## src/rtl/jdc_pkg.sv

```systemverilog
// ----------------------------------------------------------------------------
// jdc_pkg: shared constants, types and tables
// Constants of the day-number to calendar conversion, field widths of the
// result beat and the stage-advance bundle used by the constant dividers.
// ----------------------------------------------------------------------------
package jdc_pkg;

  // default fixed-point split of the Julian date
  localparam int DAY_BITS_DEF  = 24;
  localparam int FRAC_BITS_DEF = 20;

  // result field widths
  localparam int YEAR_W   = 17;
  localparam int MONTH_W  = 4;
  localparam int DAY_W    = 5;
  localparam int HOUR_W   = 5;
  localparam int MINUTE_W = 6;
  localparam int SECOND_W = 6;
  localparam int WDAY_W   = 3;

  // first day number of the Gregorian calendar
  localparam int unsigned GREG_START = 32'd2299161;

  // alpha = (4z - ALPHA_OFS) / ALPHA_DIV
  localparam int unsigned ALPHA_OFS = 32'd7468865;
  localparam int unsigned ALPHA_DIV = 32'd146097;

  // b = a + B_OFS, c = (20b - C_OFS) / C_DIV, dd = DD_MUL * c / 4
  localparam int unsigned B_OFS  = 32'd1524;
  localparam int unsigned C_OFS  = 32'd2442;
  localparam int unsigned C_DIV  = 32'd7305;
  localparam int unsigned DD_MUL = 32'd1461;

  // year offsets for months after February and for January/February
  localparam int unsigned YEAR_OFS_LATE  = 32'd4716;
  localparam int unsigned YEAR_OFS_EARLY = 32'd4715;
  localparam int unsigned MONTH_FEB      = 32'd2;

  // month index e at which the month wraps into the next year
  localparam int unsigned E_WRAP = 32'd14;

  // twice the seconds per day, and seconds/minutes per step
  localparam int unsigned SEC_SCALE = 32'd172800;
  localparam int unsigned SEC_DIV   = 32'd60;

  // width of the day-of-year remainder b - dd (holds 123..488)
  localparam int REM_W = 9;

  // width of the octal digit sum of the day number (up to eleven digits)
  localparam int WD_SUM_W = 7;

  // e counts the thresholds ceil(30.6001 * k), k = 1..15, that rem reaches
  localparam int E_THR_N = 15;
  localparam logic [REM_W-1:0] E_THR [E_THR_N] = '{
    9'd31,  9'd62,  9'd92,  9'd123, 9'd154, 9'd184, 9'd215, 9'd245,
    9'd276, 9'd307, 9'd337, 9'd368, 9'd398, 9'd429, 9'd460
  };

  // floor(30.6001 * e) for the month index e
  function automatic logic [REM_W-1:0] month_ofs(input logic [3:0] e);
    logic [REM_W-1:0] r;
    case (e)
      4'd4:    r = 9'd122;
      4'd5:    r = 9'd153;
      4'd6:    r = 9'd183;
      4'd7:    r = 9'd214;
      4'd8:    r = 9'd244;
      4'd9:    r = 9'd275;
      4'd10:   r = 9'd306;
      4'd11:   r = 9'd336;
      4'd12:   r = 9'd367;
      4'd13:   r = 9'd397;
      4'd14:   r = 9'd428;
      4'd15:   r = 9'd459;
      default: r = 9'd0;
    endcase
    return r;
  endfunction

  // load enables of the estimate and correction stages of a divider
  typedef struct packed {
    logic est;
    logic cor;
  } jdc_adv_t;

endpackage

```

## src/rtl/jdc_in_if.sv

```systemverilog
// ----------------------------------------------------------------------------
// jdc_in_if: Julian date channel
// Valid/ready channel carrying one fixed-point Julian date per beat.
// ----------------------------------------------------------------------------
interface jdc_in_if #(
  parameter int JW = jdc_pkg::DAY_BITS_DEF + jdc_pkg::FRAC_BITS_DEF
);
  logic          valid;
  logic          ready;
  logic [JW-1:0] julian_date;

  modport source (output valid, output julian_date, input ready);
  modport sink   (input valid, input julian_date, output ready);
endinterface

```

## src/rtl/jdc_out_if.sv

```systemverilog
// ----------------------------------------------------------------------------
// jdc_out_if: calendar result channel
// Valid/ready channel carrying date, time of day and weekday per beat.
// ----------------------------------------------------------------------------
interface jdc_out_if;
  logic                                 valid;
  logic                                 ready;
  logic signed [jdc_pkg::YEAR_W-1:0]    year;
  logic        [jdc_pkg::MONTH_W-1:0]   month;
  logic        [jdc_pkg::DAY_W-1:0]     day;
  logic        [jdc_pkg::HOUR_W-1:0]    hour;
  logic        [jdc_pkg::MINUTE_W-1:0]  minute;
  logic        [jdc_pkg::SECOND_W-1:0]  second;
  logic        [jdc_pkg::WDAY_W-1:0]    weekday;

  modport source (
    output valid, output year, output month, output day, output hour,
    output minute, output second, output weekday, input ready
  );
  modport sink (
    input valid, input year, input month, input day, input hour,
    input minute, input second, input weekday, output ready
  );
endinterface

```

## src/rtl/jdc_cdiv.sv

```systemverilog
// ----------------------------------------------------------------------------
// jdc_cdiv: two-stage divider by a constant
// Stage one estimates x / K by a reciprocal multiply (off by at most one
// low), stage two forms the remainder and corrects quotient and remainder.
// ----------------------------------------------------------------------------
module jdc_cdiv #(
  parameter int  XW = 17,
  parameter int  K  = 60,
  localparam int RW = $clog2(K + 1),
  localparam int QW = XW - RW + 1
) (
  input  logic              clk_i,
  input  jdc_pkg::jdc_adv_t adv_i,
  input  logic [XW-1:0]     x_i,
  output logic [QW-1:0]     q_o,
  output logic [RW-1:0]     rem_o
);

  localparam logic [QW-1:0] MUL = QW'((64'd1 << XW) / 64'(K));
  localparam logic [XW-1:0] KX  = XW'(K);

  logic [XW+QW-1:0] prod_est;
  logic [XW-1:0]    x_q;
  logic [QW-1:0]    q0_q;
  logic [XW-1:0]    diff;
  logic             over;
  logic [QW-1:0]    q_d, q_q;
  logic [RW-1:0]    rem_d, rem_q;

  // estimate: floor(x * floor(2^XW / K) / 2^XW)
  assign prod_est = (XW+QW)'(x_i) * (XW+QW)'(MUL);

  always_ff @(posedge clk_i) begin
    if (adv_i.est) begin
      x_q  <= x_i;
      q0_q <= prod_est[XW+QW-1:XW];
    end
  end

  // correct: bump the quotient once when the remainder reaches K
  always_comb begin
    diff  = x_q - XW'(q0_q) * KX;
    over  = (diff >= KX);
    q_d   = over ? q0_q + QW'(1) : q0_q;
    rem_d = over ? RW'(diff - KX) : RW'(diff);
  end

  always_ff @(posedge clk_i) begin
    if (adv_i.cor) begin
      q_q   <= q_d;
      rem_q <= rem_d;
    end
  end

  assign q_o   = q_q;
  assign rem_o = rem_q;

endmodule

```

## src/rtl/julian_date_to_calendar.sv

```systemverilog
// ----------------------------------------------------------------------------
// julian_date_to_calendar: Julian date to calendar date, time and weekday
//
//   channel  dir  payload                                         handshake
//   jd_i     in   julian_date (DAY_BITS.FRAC_BITS unsigned)       valid/ready
//   cal_o    out  year month day hour minute second weekday       valid/ready
//
// Eleven register stages; one beat enters per cycle unless a full pipeline
// is stalled at the output. The depth is set by the chain of two constant
// dividers (alpha, then c) with a multiply and correction stage each.
// Each stage carries a valid bit; a stage loads whenever it is empty or the
// stage after it moves, so bubbles collapse and a stalled result does not
// block new beats until the pipeline is full. Reset clears the valid bits
// only; there are no tables to fill.
// ----------------------------------------------------------------------------
module julian_date_to_calendar #(
  parameter int DAY_BITS  = jdc_pkg::DAY_BITS_DEF,
  parameter int FRAC_BITS = jdc_pkg::FRAC_BITS_DEF
) (
  input  logic      clk_i,
  input  logic      rst_ni,
  jdc_in_if.sink    jd_i,
  jdc_out_if.source cal_o
);

  localparam int NS   = 11;
  localparam int JW   = DAY_BITS + FRAC_BITS;
  localparam int ZW   = DAY_BITS + 1;
  localparam int XAW  = ZW + 2;
  localparam int AQW  = XAW - $clog2(jdc_pkg::ALPHA_DIV + 1) + 1;
  localparam int BW   = ZW + 1;
  localparam int YW   = ZW + 4;
  localparam int CQW  = YW - $clog2(jdc_pkg::C_DIV + 1) + 1;
  localparam int DDW  = CQW + 11;
  localparam int YCW  = (CQW > jdc_pkg::YEAR_W) ? CQW : jdc_pkg::YEAR_W;
  localparam int TPW  = FRAC_BITS + 18;
  localparam int SW   = 17;
  localparam int MTW  = SW - $clog2(jdc_pkg::SEC_DIV + 1) + 1;
  localparam int HQW  = MTW - $clog2(jdc_pkg::SEC_DIV + 1) + 1;
  localparam int NDIG = (ZW + 2) / 3;
  localparam int RW   = jdc_pkg::REM_W;

  localparam logic [JW:0]  HALF    = (JW+1)'(1) << (FRAC_BITS - 1);
  localparam logic [TPW-1:0] TOD_RND = TPW'(1) << FRAC_BITS;

  // stage control
  logic [NS:1]   v_q;
  logic [NS+1:1] adv;

  // date path
  logic [JW:0]            sh;
  logic [ZW-1:0]          z_q    [1:4];
  logic [FRAC_BITS-1:0]   frac_q;
  logic                   greg_q [2:4];
  logic [XAW-1:0]         xa_d, xa_q;
  logic [AQW-1:0]         alpha;
  logic [BW-1:0]          b_d;
  logic [BW-1:0]          b_q    [5:8];
  logic [YW-1:0]          y_d, y_q;
  logic [CQW-1:0]         c_div;
  logic [CQW-1:0]         c_q    [9:10];
  logic [DDW-1:0]         dd_prod;
  logic [RW-1:0]          rem_q  [9:10];
  logic [3:0]             e_cnt, e_q;
  logic [3:0]             mon;
  logic [YCW-1:0]         year_ofs, year_full;
  logic [jdc_pkg::YEAR_W-1:0]  year_q;
  logic [jdc_pkg::MONTH_W-1:0] month_q;
  logic [jdc_pkg::DAY_W-1:0]   day_q;

  // time-of-day path
  logic [TPW-1:0]               tod_prod;
  logic [SW-1:0]                secs_q;
  logic [MTW-1:0]               mt;
  logic [jdc_pkg::SECOND_W-1:0] sec_rem;
  logic [HQW-1:0]               hq;
  logic [jdc_pkg::MINUTE_W-1:0] min_rem;
  logic [jdc_pkg::SECOND_W-1:0] sec_q  [5:NS];
  logic [jdc_pkg::HOUR_W-1:0]   hour_q [7:NS];
  logic [jdc_pkg::MINUTE_W-1:0] min_q  [7:NS];

  // weekday path
  logic [3*NDIG-1:0]            zpad;
  logic [jdc_pkg::WD_SUM_W-1:0] dsum_d, dsum_q;
  logic [3:0]                   fold_t, fold_u;
  logic [jdc_pkg::WDAY_W-1:0]   wd_d;
  logic [jdc_pkg::WDAY_W-1:0]   wd_q [3:NS];

  // advance a stage when it is empty or its successor advances
  always_comb begin
    adv[NS+1] = cal_o.ready;
    for (int i = NS; i >= 1; i--) begin
      adv[i] = !v_q[i] || adv[i+1];
    end
  end

  assign jd_i.ready = adv[1];

  always_ff @(posedge clk_i or negedge rst_ni) begin
    if (!rst_ni) begin
      v_q <= '0;
    end else begin
      if (adv[1]) v_q[1] <= jd_i.valid;
      for (int i = 2; i <= NS; i++) begin
        if (adv[i]) v_q[i] <= v_q[i-1];
      end
    end
  end

  // stage 1: add half a day, split into day number and fraction
  assign sh = (JW+1)'(jd_i.julian_date) + HALF;

  always_ff @(posedge clk_i) begin
    if (adv[1]) begin
      z_q[1] <= sh[JW:FRAC_BITS];
      frac_q <= sh[FRAC_BITS-1:0];
    end
  end

  // stage 2: alpha numerator, rounded seconds, octal digit sum of z
  always_comb begin
    xa_d     = '0;
    if (z_q[1] >= ZW'(jdc_pkg::GREG_START)) begin
      xa_d = {z_q[1], 2'b00} - XAW'(jdc_pkg::ALPHA_OFS);
    end
    tod_prod = TPW'(frac_q) * TPW'(jdc_pkg::SEC_SCALE) + TOD_RND;
    zpad     = (3*NDIG)'(z_q[1]);
    dsum_d   = '0;
    for (int d = 0; d < NDIG; d++) begin
      dsum_d = dsum_d + jdc_pkg::WD_SUM_W'(zpad[3*d +: 3]);
    end
  end

  always_ff @(posedge clk_i) begin
    if (adv[2]) begin
      xa_q      <= xa_d;
      greg_q[2] <= (z_q[1] >= ZW'(jdc_pkg::GREG_START));
      z_q[2]    <= z_q[1];
      secs_q    <= tod_prod[TPW-1:FRAC_BITS+1];
      dsum_q    <= dsum_d;
    end
  end

  // stage 3: fold the digit sum down to z mod 7
  always_comb begin
    fold_t = 4'(dsum_q[2:0]) + 4'(dsum_q[5:3]) + 4'(dsum_q[6]);
    fold_u = 4'(fold_t[2:0]) + 4'(fold_t[3]);
    wd_d   = (fold_u >= 4'd7) ? jdc_pkg::WDAY_W'(fold_u - 4'd7)
                              : jdc_pkg::WDAY_W'(fold_u);
  end

  // stages 3-4: alpha and the minute count with its leftover seconds
  jdc_cdiv #(.XW(XAW), .K(jdc_pkg::ALPHA_DIV)) u_div_alpha (
    .clk_i (clk_i),
    .adv_i ('{est: adv[3], cor: adv[4]}),
    .x_i   (xa_q),
    .q_o   (alpha),
    .rem_o ()
  );

  jdc_cdiv #(.XW(SW), .K(jdc_pkg::SEC_DIV)) u_div_sec (
    .clk_i (clk_i),
    .adv_i ('{est: adv[3], cor: adv[4]}),
    .x_i   (secs_q),
    .q_o   (mt),
    .rem_o (sec_rem)
  );

  // stages 5-6: hours and minutes
  jdc_cdiv #(.XW(MTW), .K(jdc_pkg::SEC_DIV)) u_div_min (
    .clk_i (clk_i),
    .adv_i ('{est: adv[5], cor: adv[6]}),
    .x_i   (mt),
    .q_o   (hq),
    .rem_o (min_rem)
  );

  // stage 5: b = a + 1524 with the Gregorian correction
  always_comb begin
    b_d = BW'(z_q[4]) + BW'(jdc_pkg::B_OFS);
    if (greg_q[4]) begin
      b_d = b_d + BW'(1) + BW'(alpha) - BW'(alpha >> 2);
    end
  end

  // stage 6: c numerator 20b - 2442
  assign y_d = (YW'(b_q[5]) << 4) + (YW'(b_q[5]) << 2) - YW'(jdc_pkg::C_OFS);

  // stages 7-8: c = y / 7305
  jdc_cdiv #(.XW(YW), .K(jdc_pkg::C_DIV)) u_div_c (
    .clk_i (clk_i),
    .adv_i ('{est: adv[7], cor: adv[8]}),
    .x_i   (y_q),
    .q_o   (c_div),
    .rem_o ()
  );

  // stage 9: day of the shifted year; only its low bits are needed
  assign dd_prod = DDW'(c_div) * DDW'(jdc_pkg::DD_MUL);

  // stage 10: month index e from the threshold table
  always_comb begin
    e_cnt = '0;
    for (int k = 0; k < jdc_pkg::E_THR_N; k++) begin
      e_cnt = e_cnt + 4'(rem_q[9] >= jdc_pkg::E_THR[k]);
    end
  end

  // stage 11: month, year and day of month
  always_comb begin
    mon       = (e_q < 4'(jdc_pkg::E_WRAP)) ? e_q - 4'd1 : e_q - 4'd13;
    year_ofs  = (mon > 4'(jdc_pkg::MONTH_FEB)) ? YCW'(jdc_pkg::YEAR_OFS_LATE)
                                               : YCW'(jdc_pkg::YEAR_OFS_EARLY);
    year_full = YCW'(c_q[10]) - year_ofs;
  end

  // date payload registers
  always_ff @(posedge clk_i) begin
    if (adv[3]) begin
      z_q[3]    <= z_q[2];
      greg_q[3] <= greg_q[2];
    end
    if (adv[4]) begin
      z_q[4]    <= z_q[3];
      greg_q[4] <= greg_q[3];
    end
    if (adv[5]) begin
      b_q[5]    <= b_d;
    end
    if (adv[6]) begin
      b_q[6]    <= b_q[5];
      y_q       <= y_d;
    end
    if (adv[7]) begin
      b_q[7]    <= b_q[6];
    end
    if (adv[8]) begin
      b_q[8]    <= b_q[7];
    end
    if (adv[9]) begin
      c_q[9]    <= c_div;
      rem_q[9]  <= b_q[8][RW-1:0] - dd_prod[RW+1:2];
    end
    if (adv[10]) begin
      c_q[10]   <= c_q[9];
      rem_q[10] <= rem_q[9];
      e_q       <= e_cnt;
    end
    if (adv[11]) begin
      year_q    <= year_full[jdc_pkg::YEAR_W-1:0];
      month_q   <= mon;
      day_q     <= jdc_pkg::DAY_W'(rem_q[10] - jdc_pkg::month_ofs(e_q));
    end
  end

  // carry time of day and weekday alongside the date
  always_ff @(posedge clk_i) begin
    if (adv[3]) wd_q[3] <= wd_d;
    for (int i = 4; i <= NS; i++) begin
      if (adv[i]) wd_q[i] <= wd_q[i-1];
    end
    if (adv[5]) sec_q[5] <= sec_rem;
    for (int i = 6; i <= NS; i++) begin
      if (adv[i]) sec_q[i] <= sec_q[i-1];
    end
    if (adv[7]) begin
      hour_q[7] <= jdc_pkg::HOUR_W'(hq);
      min_q[7]  <= min_rem;
    end
    for (int i = 8; i <= NS; i++) begin
      if (adv[i]) begin
        hour_q[i] <= hour_q[i-1];
        min_q[i]  <= min_q[i-1];
      end
    end
  end

  // drive the result beat
  assign cal_o.valid   = v_q[NS];
  assign cal_o.year    = $signed(year_q);
  assign cal_o.month   = month_q;
  assign cal_o.day     = day_q;
  assign cal_o.hour    = hour_q[NS];
  assign cal_o.minute  = min_q[NS];
  assign cal_o.second  = sec_q[NS];
  assign cal_o.weekday = wd_q[NS];

endmodule
```

## src/flat_wrapper.sv

```systemverilog
// flat-port wrapper written by rule: the top's interface ports become plain ports
module julian_date_to_calendar_flat 
#(
  parameter int DAY_BITS  = jdc_pkg::DAY_BITS_DEF,
  parameter int FRAC_BITS = jdc_pkg::FRAC_BITS_DEF
)
  (clk_i, rst_ni, jd_i_valid, jd_i_julian_date, jd_i_ready, cal_o_valid, cal_o_year, cal_o_month, cal_o_day, cal_o_hour, cal_o_minute, cal_o_second, cal_o_weekday, cal_o_ready);
  jdc_in_if jd_i_i ();
  jdc_out_if cal_o_i ();
  input  logic clk_i;
  input  logic rst_ni;
  input wire logic [$bits(jd_i_i.valid)-1:0] jd_i_valid;
  input wire logic [$bits(jd_i_i.julian_date)-1:0] jd_i_julian_date;
  output wire logic [$bits(jd_i_i.ready)-1:0] jd_i_ready;
  output wire logic [$bits(cal_o_i.valid)-1:0] cal_o_valid;
  output wire logic [$bits(cal_o_i.year)-1:0] cal_o_year;
  output wire logic [$bits(cal_o_i.month)-1:0] cal_o_month;
  output wire logic [$bits(cal_o_i.day)-1:0] cal_o_day;
  output wire logic [$bits(cal_o_i.hour)-1:0] cal_o_hour;
  output wire logic [$bits(cal_o_i.minute)-1:0] cal_o_minute;
  output wire logic [$bits(cal_o_i.second)-1:0] cal_o_second;
  output wire logic [$bits(cal_o_i.weekday)-1:0] cal_o_weekday;
  input wire logic [$bits(cal_o_i.ready)-1:0] cal_o_ready;
  assign jd_i_i.valid = jd_i_valid;
  assign jd_i_i.julian_date = jd_i_julian_date;
  assign jd_i_ready = jd_i_i.ready;
  assign cal_o_valid = cal_o_i.valid;
  assign cal_o_year = cal_o_i.year;
  assign cal_o_month = cal_o_i.month;
  assign cal_o_day = cal_o_i.day;
  assign cal_o_hour = cal_o_i.hour;
  assign cal_o_minute = cal_o_i.minute;
  assign cal_o_second = cal_o_i.second;
  assign cal_o_weekday = cal_o_i.weekday;
  assign cal_o_i.ready = cal_o_ready;
  julian_date_to_calendar #(.DAY_BITS(DAY_BITS), .FRAC_BITS(FRAC_BITS)) u_core (.clk_i(clk_i), .rst_ni(rst_ni), .jd_i(jd_i_i), .cal_o(cal_o_i));
endmodule
```

## config.mk

```make
export PLATFORM = sky130hd
export DESIGN_NAME = julian_date_to_calendar_flat
export DESIGN_NICKNAME = d
export VERILOG_FILES = /design/src/rtl/jdc_pkg.sv /design/src/rtl/jdc_in_if.sv /design/src/rtl/jdc_out_if.sv /design/src/rtl/jdc_cdiv.sv /design/src/rtl/julian_date_to_calendar.sv /design/src/flat_wrapper.sv
export SDC_FILE = /design/constraint.sdc
export NUM_CORES = 2
export LEC_CHECK = 0
export ABC_CLOCK_PERIOD_IN_PS = 9200
export BUFFER_PORTS_ARGS = -buffer_cell sky130_fd_sc_hd__buf_4
export CAP_MARGIN = 10
export CORE_ASPECT_RATIO = 0.9
export CORE_MARGIN = 5
export CORE_UTILIZATION = 38
export DETAILED_ROUTE_END_ITERATION = 10
export GPL_TIMING_DRIVEN = 1
export PLACE_DENSITY_LB_ADDON = 0.3
export SETUP_SLACK_MARGIN = 0.3
export SLEW_MARGIN = 30
export SYNTH_ARGS = -nofsm -noshare
export SYNTH_HDL_FRONTEND = slang
export SYNTH_SLANG_ARGS = --single-unit
```

## constraint.sdc

```tcl
create_clock -name clk_i -period 9.2 [get_ports clk_i]
set_input_delay 0.46 -clock clk_i [delete_from_list [all_inputs] [get_ports clk_i]]
set_output_delay 0.46 -clock clk_i [all_outputs]
set_load 0.01 [all_outputs]
```

# == Yosys cells after proc, flatten, opt, wreduce, memory -nomap -nowiden ==
# Memory sizes are Yosys's and may differ from the RTL's. A register that Yosys moved wholly into a read port is not among the register bits.
# Cells that the tools add are included.
# op_classes
addsub,50
multipliers,10
magnitude_cmp,23
muxes,34
reduce_logical,22
# op_table
operator,count
$ge A9 B9 Y1 const B,7
$add A4 B1 Y4,14
$mul A29 B17 Y46 const B,1
$add A44 B20 Y45 const B,1
$add A7 B3 Y7,6
$add A38 B21 Y38 const B,1
$ge A9 B8 Y1 const B,4
$mul A27 B9 Y36 const B,1
$sub A17 B17 Y17,2
$mul A20 B10 Y30 const B,1
$add A29 B28 Y29,1
$ge A29 B13 Y1 const B,1
$mul A17 B13 Y29 const B,1
$sub A29 B12 Y29 const B,1
$sub A29 B29 Y29,1
$ge A27 B18 Y1 const B,1
$mul A10 B18 Y27 const B,1
$sub A27 B23 Y27 const B,1
$sub A27 B27 Y27,1
$add A25 B11 Y26 const B,1
$add A26 B1 Y26 const B,1
$add A26 B10 Y26,1
$mul A17 B9 Y26 const B,1
$mux W26,1
39 further kinds,87
# totals
register_bits,328
ram_bits,383
romBits,144
in_bits,48
wordCells,183
n_memories,10
# mem_list
memory,words,word_bits,read_ports,rd_ports_with_merged_regs,write_ports,line_no,text
(name not given),16,9,1,1,0,jdc_pkg.sv:62,case (e)
u_core.b_q,4,26,4,0,4,julian_date_to_calendar.sv:58,logic [BW-1:0] b_q [5:8];
u_core.z_q,4,25,4,0,4,julian_date_to_calendar.sv:52,logic [ZW-1:0] z_q [1:4];
u_core.sec_q,7,6,7,0,7,julian_date_to_calendar.sv:78,logic [jdc_pkg::SECOND_W-1:0] sec_q [5:NS];
u_core.c_q,2,17,2,0,2,julian_date_to_calendar.sv:61,logic [CQW-1:0] c_q [9:10];
u_core.min_q,5,6,5,0,5,julian_date_to_calendar.sv:80,logic [jdc_pkg::MINUTE_W-1:0] min_q [7:NS];
4 more memories,-,-,-,-,-,-,

# == Depth between registers and ports, before layout ==
# An unclocked memory read counts as a cell.
# depth
depth_word,17
depth_mapped,29
mapped_depth_nobuf,27

# == Modules after synthesis ==
# A second synthesis with hierarchy kept.
# unflattened
hier_cells,5263
hier_area_um2,60359.1
# modules_own_cells
module,instances,cells_per_inst,area_each_um2,seq_area_each_um2
julian_date_to_calendar,1,2009,25740.9,14008.4
jdc_cdiv at u_core.u_div_c,1,1579,16405.7,2282.2
jdc_cdiv at u_core.u_div_alpha,1,970,10615.2,1951.9
jdc_cdiv at u_core.u_div_sec,1,471,4918.5,1411.4
jdc_cdiv at u_core.u_div_min,1,234,2678.8,960.9

# == Worst setup path before layout ==
# Ideal clock, no wire load.
# synth_path
kind,input to register
start,in cal_o_ready
end,"reg u_core.dsum_q[0] (netlist name), enable pin"
setup_ps,968
arrival_time_ps,7365
t_required_ps,8232
slack_ps,867
cell_stages,7
cell_sequence,nand2b_1 -> nor2_1 -> nand3_1 -> nor2_1 -> nand3_1 -> nor2_1 -> nand3_1
# synth_between
elab_chain_len,10
# synth_lines
element,line_no,text
start: declaration,flat_wrapper.sv:23,input wire logic [$bits(cal_o_i.ready)-1:0] cal_o_ready;
$logic_or A1 B1 Y1 (4 in a row),julian_date_to_calendar.sv:93,adv[i] = !v_q[i] || adv[i+1];
"net u_core.adv, one bit",julian_date_to_calendar.sv:48,logic [NS+1:1] adv;
$logic_or A1 B1 Y1 (3 in a row),julian_date_to_calendar.sv:93,
"net u_core.adv, one bit",julian_date_to_calendar.sv:48,
$logic_or A1 B1 Y1 (3 in a row),julian_date_to_calendar.sv:93,
"net u_core.adv, one bit",julian_date_to_calendar.sv:48,
end signal: assignment,julian_date_to_calendar.sv:140,dsum_q <= dsum_d;
end: declaration,julian_date_to_calendar.sv:84,"logic [jdc_pkg::WD_SUM_W-1:0] dsum_d, dsum_q;"
# The timed path passes the listed nets, and every way through them passes these cells.
# A chain may end at the register's enable or synchronous reset.

# == Worst setup path after layout ==
# layout_path
start,reg u_core.u_div_c.q0_q[1]
end,"reg u_core.u_div_c.q_q[10] (netlist: u_core.u_div_c.q_o[10]), data pin"
# layout_between
elab_chain_len,4
# layout_lines
element,line_no,text
start: declaration,jdc_cdiv.sv:24,logic [QW-1:0] q0_q;
start signal: assignment,jdc_cdiv.sv:36,q0_q <= prod_est[XW+QW-1:XW];
$mul A17 B13 Y29,jdc_cdiv.sv:42,diff = x_q - XW'(q0_q) * KX;
$sub A29 B29 Y29,jdc_cdiv.sv:42,
$ge A29 B13 Y1,jdc_cdiv.sv:43,over = (diff >= KX);
$mux W17 *,jdc_cdiv.sv:44,q_d = over ? q0_q + QW'(1) : q0_q;
net u_core.u_div_c.q_d[10],jdc_cdiv.sv:27,"logic [QW-1:0] q_d, q_q;"
end signal: assignment,jdc_cdiv.sv:50,q_q <= q_d;
end: declaration,jdc_cdiv.sv:27,
# The timed path passes the listed nets; every way through them passes the cells marked *.

==> results.toml <==
[timing]
finalSetupTns_ns = 0
clock_skew_ns = 0.0381
slew_headroom_pct = 38.9
timing.final.crit_share_pct = 78.5
tightest_slew_ns = 0.917
finalSetupViolations = 0
fin_crit_ns = 7.22
finalMaxSlewViolations = 0
rsz0062_at_grt = "false"
fmaxAchievable_mhz = 138
hold_viol_final = 0

[final_layout]
syn2layout_area_growth_pct = 9.96
regArea_um2 = 19600
layout-drive-gt1-share_pct = 5.51
fillers = 14100
multi_input_area_um2 = 33700
nNetsFinal = 6596

[clocking]
clock-sinks = 655
clk_pin_slew_ns = 0.06
cts_made_buffers = 72
postCtsSetupRepairBufs = 0
cts.path.max_buffers = 3
clock-root-buffer = "clkbuf_16"
htreeDepth = 3
clock_latency_ns = 0.65
cts_tree = "built"

[grt]
grt_max_degree = 69
grt_pass1_wl_um = 184000
grt_pass1_vias = 36100
overflow = 0
track_usage_pct = 14.2
antenna_found_initial = 0

[drt]
wl_um = 109000
ant_nets = 0
post-route-drc-count = 0
wl_per_cell_um = 15.2
vias = 34300
vias_per_cell = 4.81
drt-initial-drc-count = 1621
first_pass_iters = 5

[placement]
port_buffers = 95
place_hpwl_um = 86600
place_congestion = 0.855

[critical_path]
arrival_ns = 7.61
path_buf_inv = 5
max_stage_delay_ns = 0.58
crit_chain = "inv_1 -> fa_1 -> fa_1 -> inv_1 -> ha_1 -> fa_1 -> fa_1 -> fa_1 -> inv_1 -> ha_1 -> o21a_1 -> o21ai_0 -> nor2b_1 -> a2111o_1 -> nand3_1 -> a311oi_1 -> mux2i_1 -> nand4_1 -> nor4_4 -> buf_4 -> buf_6 -> nor2_1 -> a211o_1"
critPathLaunchType = "flip-flop"
endpoint_kind = "flip-flop"
path_class = "flip-flop to flip-flop"
cpMostUsedCell = "fa_1"
r2r_slack_ns = 1.98
cp_slowest_cell = "a311oi_1"
crit_family = "adder cells"
crit_required_ns = 9.59
path_max_fanout = 11

[synth]
synth_cells = 4938
synth_top_area_share_pct = 33.6
yosysMostFrequentCell = "inv_1"
yosys_warnings = 0
yosysSeqAreaShare_pct = 34.3
syn_nets = 6437
synth-async-reset-ratio_pct = 1.68
synthTopCellsByArea = "edfxtp_1 (34%), ha_1 (20%), fa_1 (19%)"
syn_area_per_cell_um2 = 11.6
ys_ff_latch = 655
ys.flop_type = "edfxtp_1"
ys_types = 85
synth_edf_count = 639
synthTopCellsByCount = "inv_1 (974), ha_1 (922), edfxtp_1 (639)"
synth_top_area_cell = "edfxtp_1"
syn_area_um2 = 57100

[job]
maxCapViolations = 0

[hold_path]
hold_class = "input port to flip-flop"

[outcome]
status = "completed"

[floorplanning]
coreArea_um2 = 150000
ios = 96
die_x_um = 419
die_h_um = 378
start_util_pct = 38.1
fp-row-count = 135
dieArea_um2 = 158000
area by class of cell:
cell class | instances | area share, %
Inverter | 975 | 5.83
Multi-Input combinational cell | 3258 | 53.7
Sequential cell | 655 | 31.2
Clock buffer | 86 | 3.04
Tap cell | 1986 | 3.96
Timing Repair Buffer | 135 | 1.72
Clock inverter | 45 | 0.616
Antenna cell | 1 | 0.00399
layout by cell type, fill, tap and decap left out, drive strengths merged, types with 119 or more instances in the layout:
master  instances
xnor2         210
o21ai         134
ha            922
nor2          207
edfxtp        639
a21oi         181
fa            529
inv           978
xor2          119
nand2         164
sequential cells by signal, indices dropped and copies added, names as in the netlist, 11 cells and up, named ones only:
signal and flops:
u_core.z_q 100, u_core.b_q 53, u_core.sec_q 42, u_core.c_q 34, u_core.min_q 30, u_core.u_div_c.x_q 27
u_core.wd_q 27, u_core.y_q 27, u_core.u_div_alpha.x_q 26, u_core.xa_q 26, u_core.hour_q 25, u_core.frac_q 20
u_core.cal_o.year 17, u_core.secs_q 17, u_core.u_div_c.q0_q 17, u_core.u_div_c.q_o 17, u_core.u_div_sec.x_q 17, u_core.rem_q 14
u_core.u_div_min.x_q 12, u_core.u_div_sec.q0_q 12, u_core.u_div_sec.q_o 12, u_core.v_q 11
kinds of logic after synthesis:
logic type | share of synthesized area [%]
adder cells (fa/ha/maj) | 38.7
buffers and inverters | 6.83
AND/OR/NAND/NOR | 6.60
AO/OA/AOI/OAI | 8.10
flip-flops | 34.3
XOR/XNOR | 5.05
multiplexers | 0.425
worst paths after layout:
kind,from,endpoint,cells past startpoint
worst max-delay path,u_core.u_div_c.q0_q[1],u_core.u_div_c.q_o[10],23
worst min-delay path,jd_i_valid,u_core.v_q[1],2
worst max register to register,u_core.u_div_c.q0_q[1],u_core.u_div_c.q_o[10],23
worst min register to register,u_core.wd_q[0][18],u_core.wd_q[0][21],0
max in group asynchronous,rst_ni,u_core.v_q[2],2
min in group asynchronous,rst_ni,u_core.v_q[9],2
timing repair:
action                                  CTS  global route
resized for setup                         0             0
endpoints found under the setup margin    0             0
endpoints found under the hold margin    30             0
hold buffers                             20             0
layer usage:
| layer | up-vias | GRT usage (%) | routed length (um) |
|---|---|---|---|
| li1 | 17200 | - | - |
| met1 | 16600 | 20.5 | 54000 |
| met2 | 454 | 22.6 | 48700 |
| met3 | 134 | 1.99 | 3630 |
| met4 | 0 | 3.20 | 2260 |
| met5 | - | 0 | 0 |
metrics by stage:
stage                     cell area (um^2)  util (%)  hold WS [ns]  setup WS [ns]  cells
final                                62800      41.9        0.0947           1.98   7141
after global routing                 62800      41.9        0.0488           1.57   7140
after CTS                            62800      41.9        0.0402           1.97   7140
after detailed placement             60300      40.2         0.321           2.00   6989
after global placement               60200      40.2         0.319           1.62   6986
after floorplan                      57100         -         0.164          0.867   4938
Power is left out: the tool's default activity adds up to more than one toggle a clock period on the data nets, which glitch-free logic cannot reach.
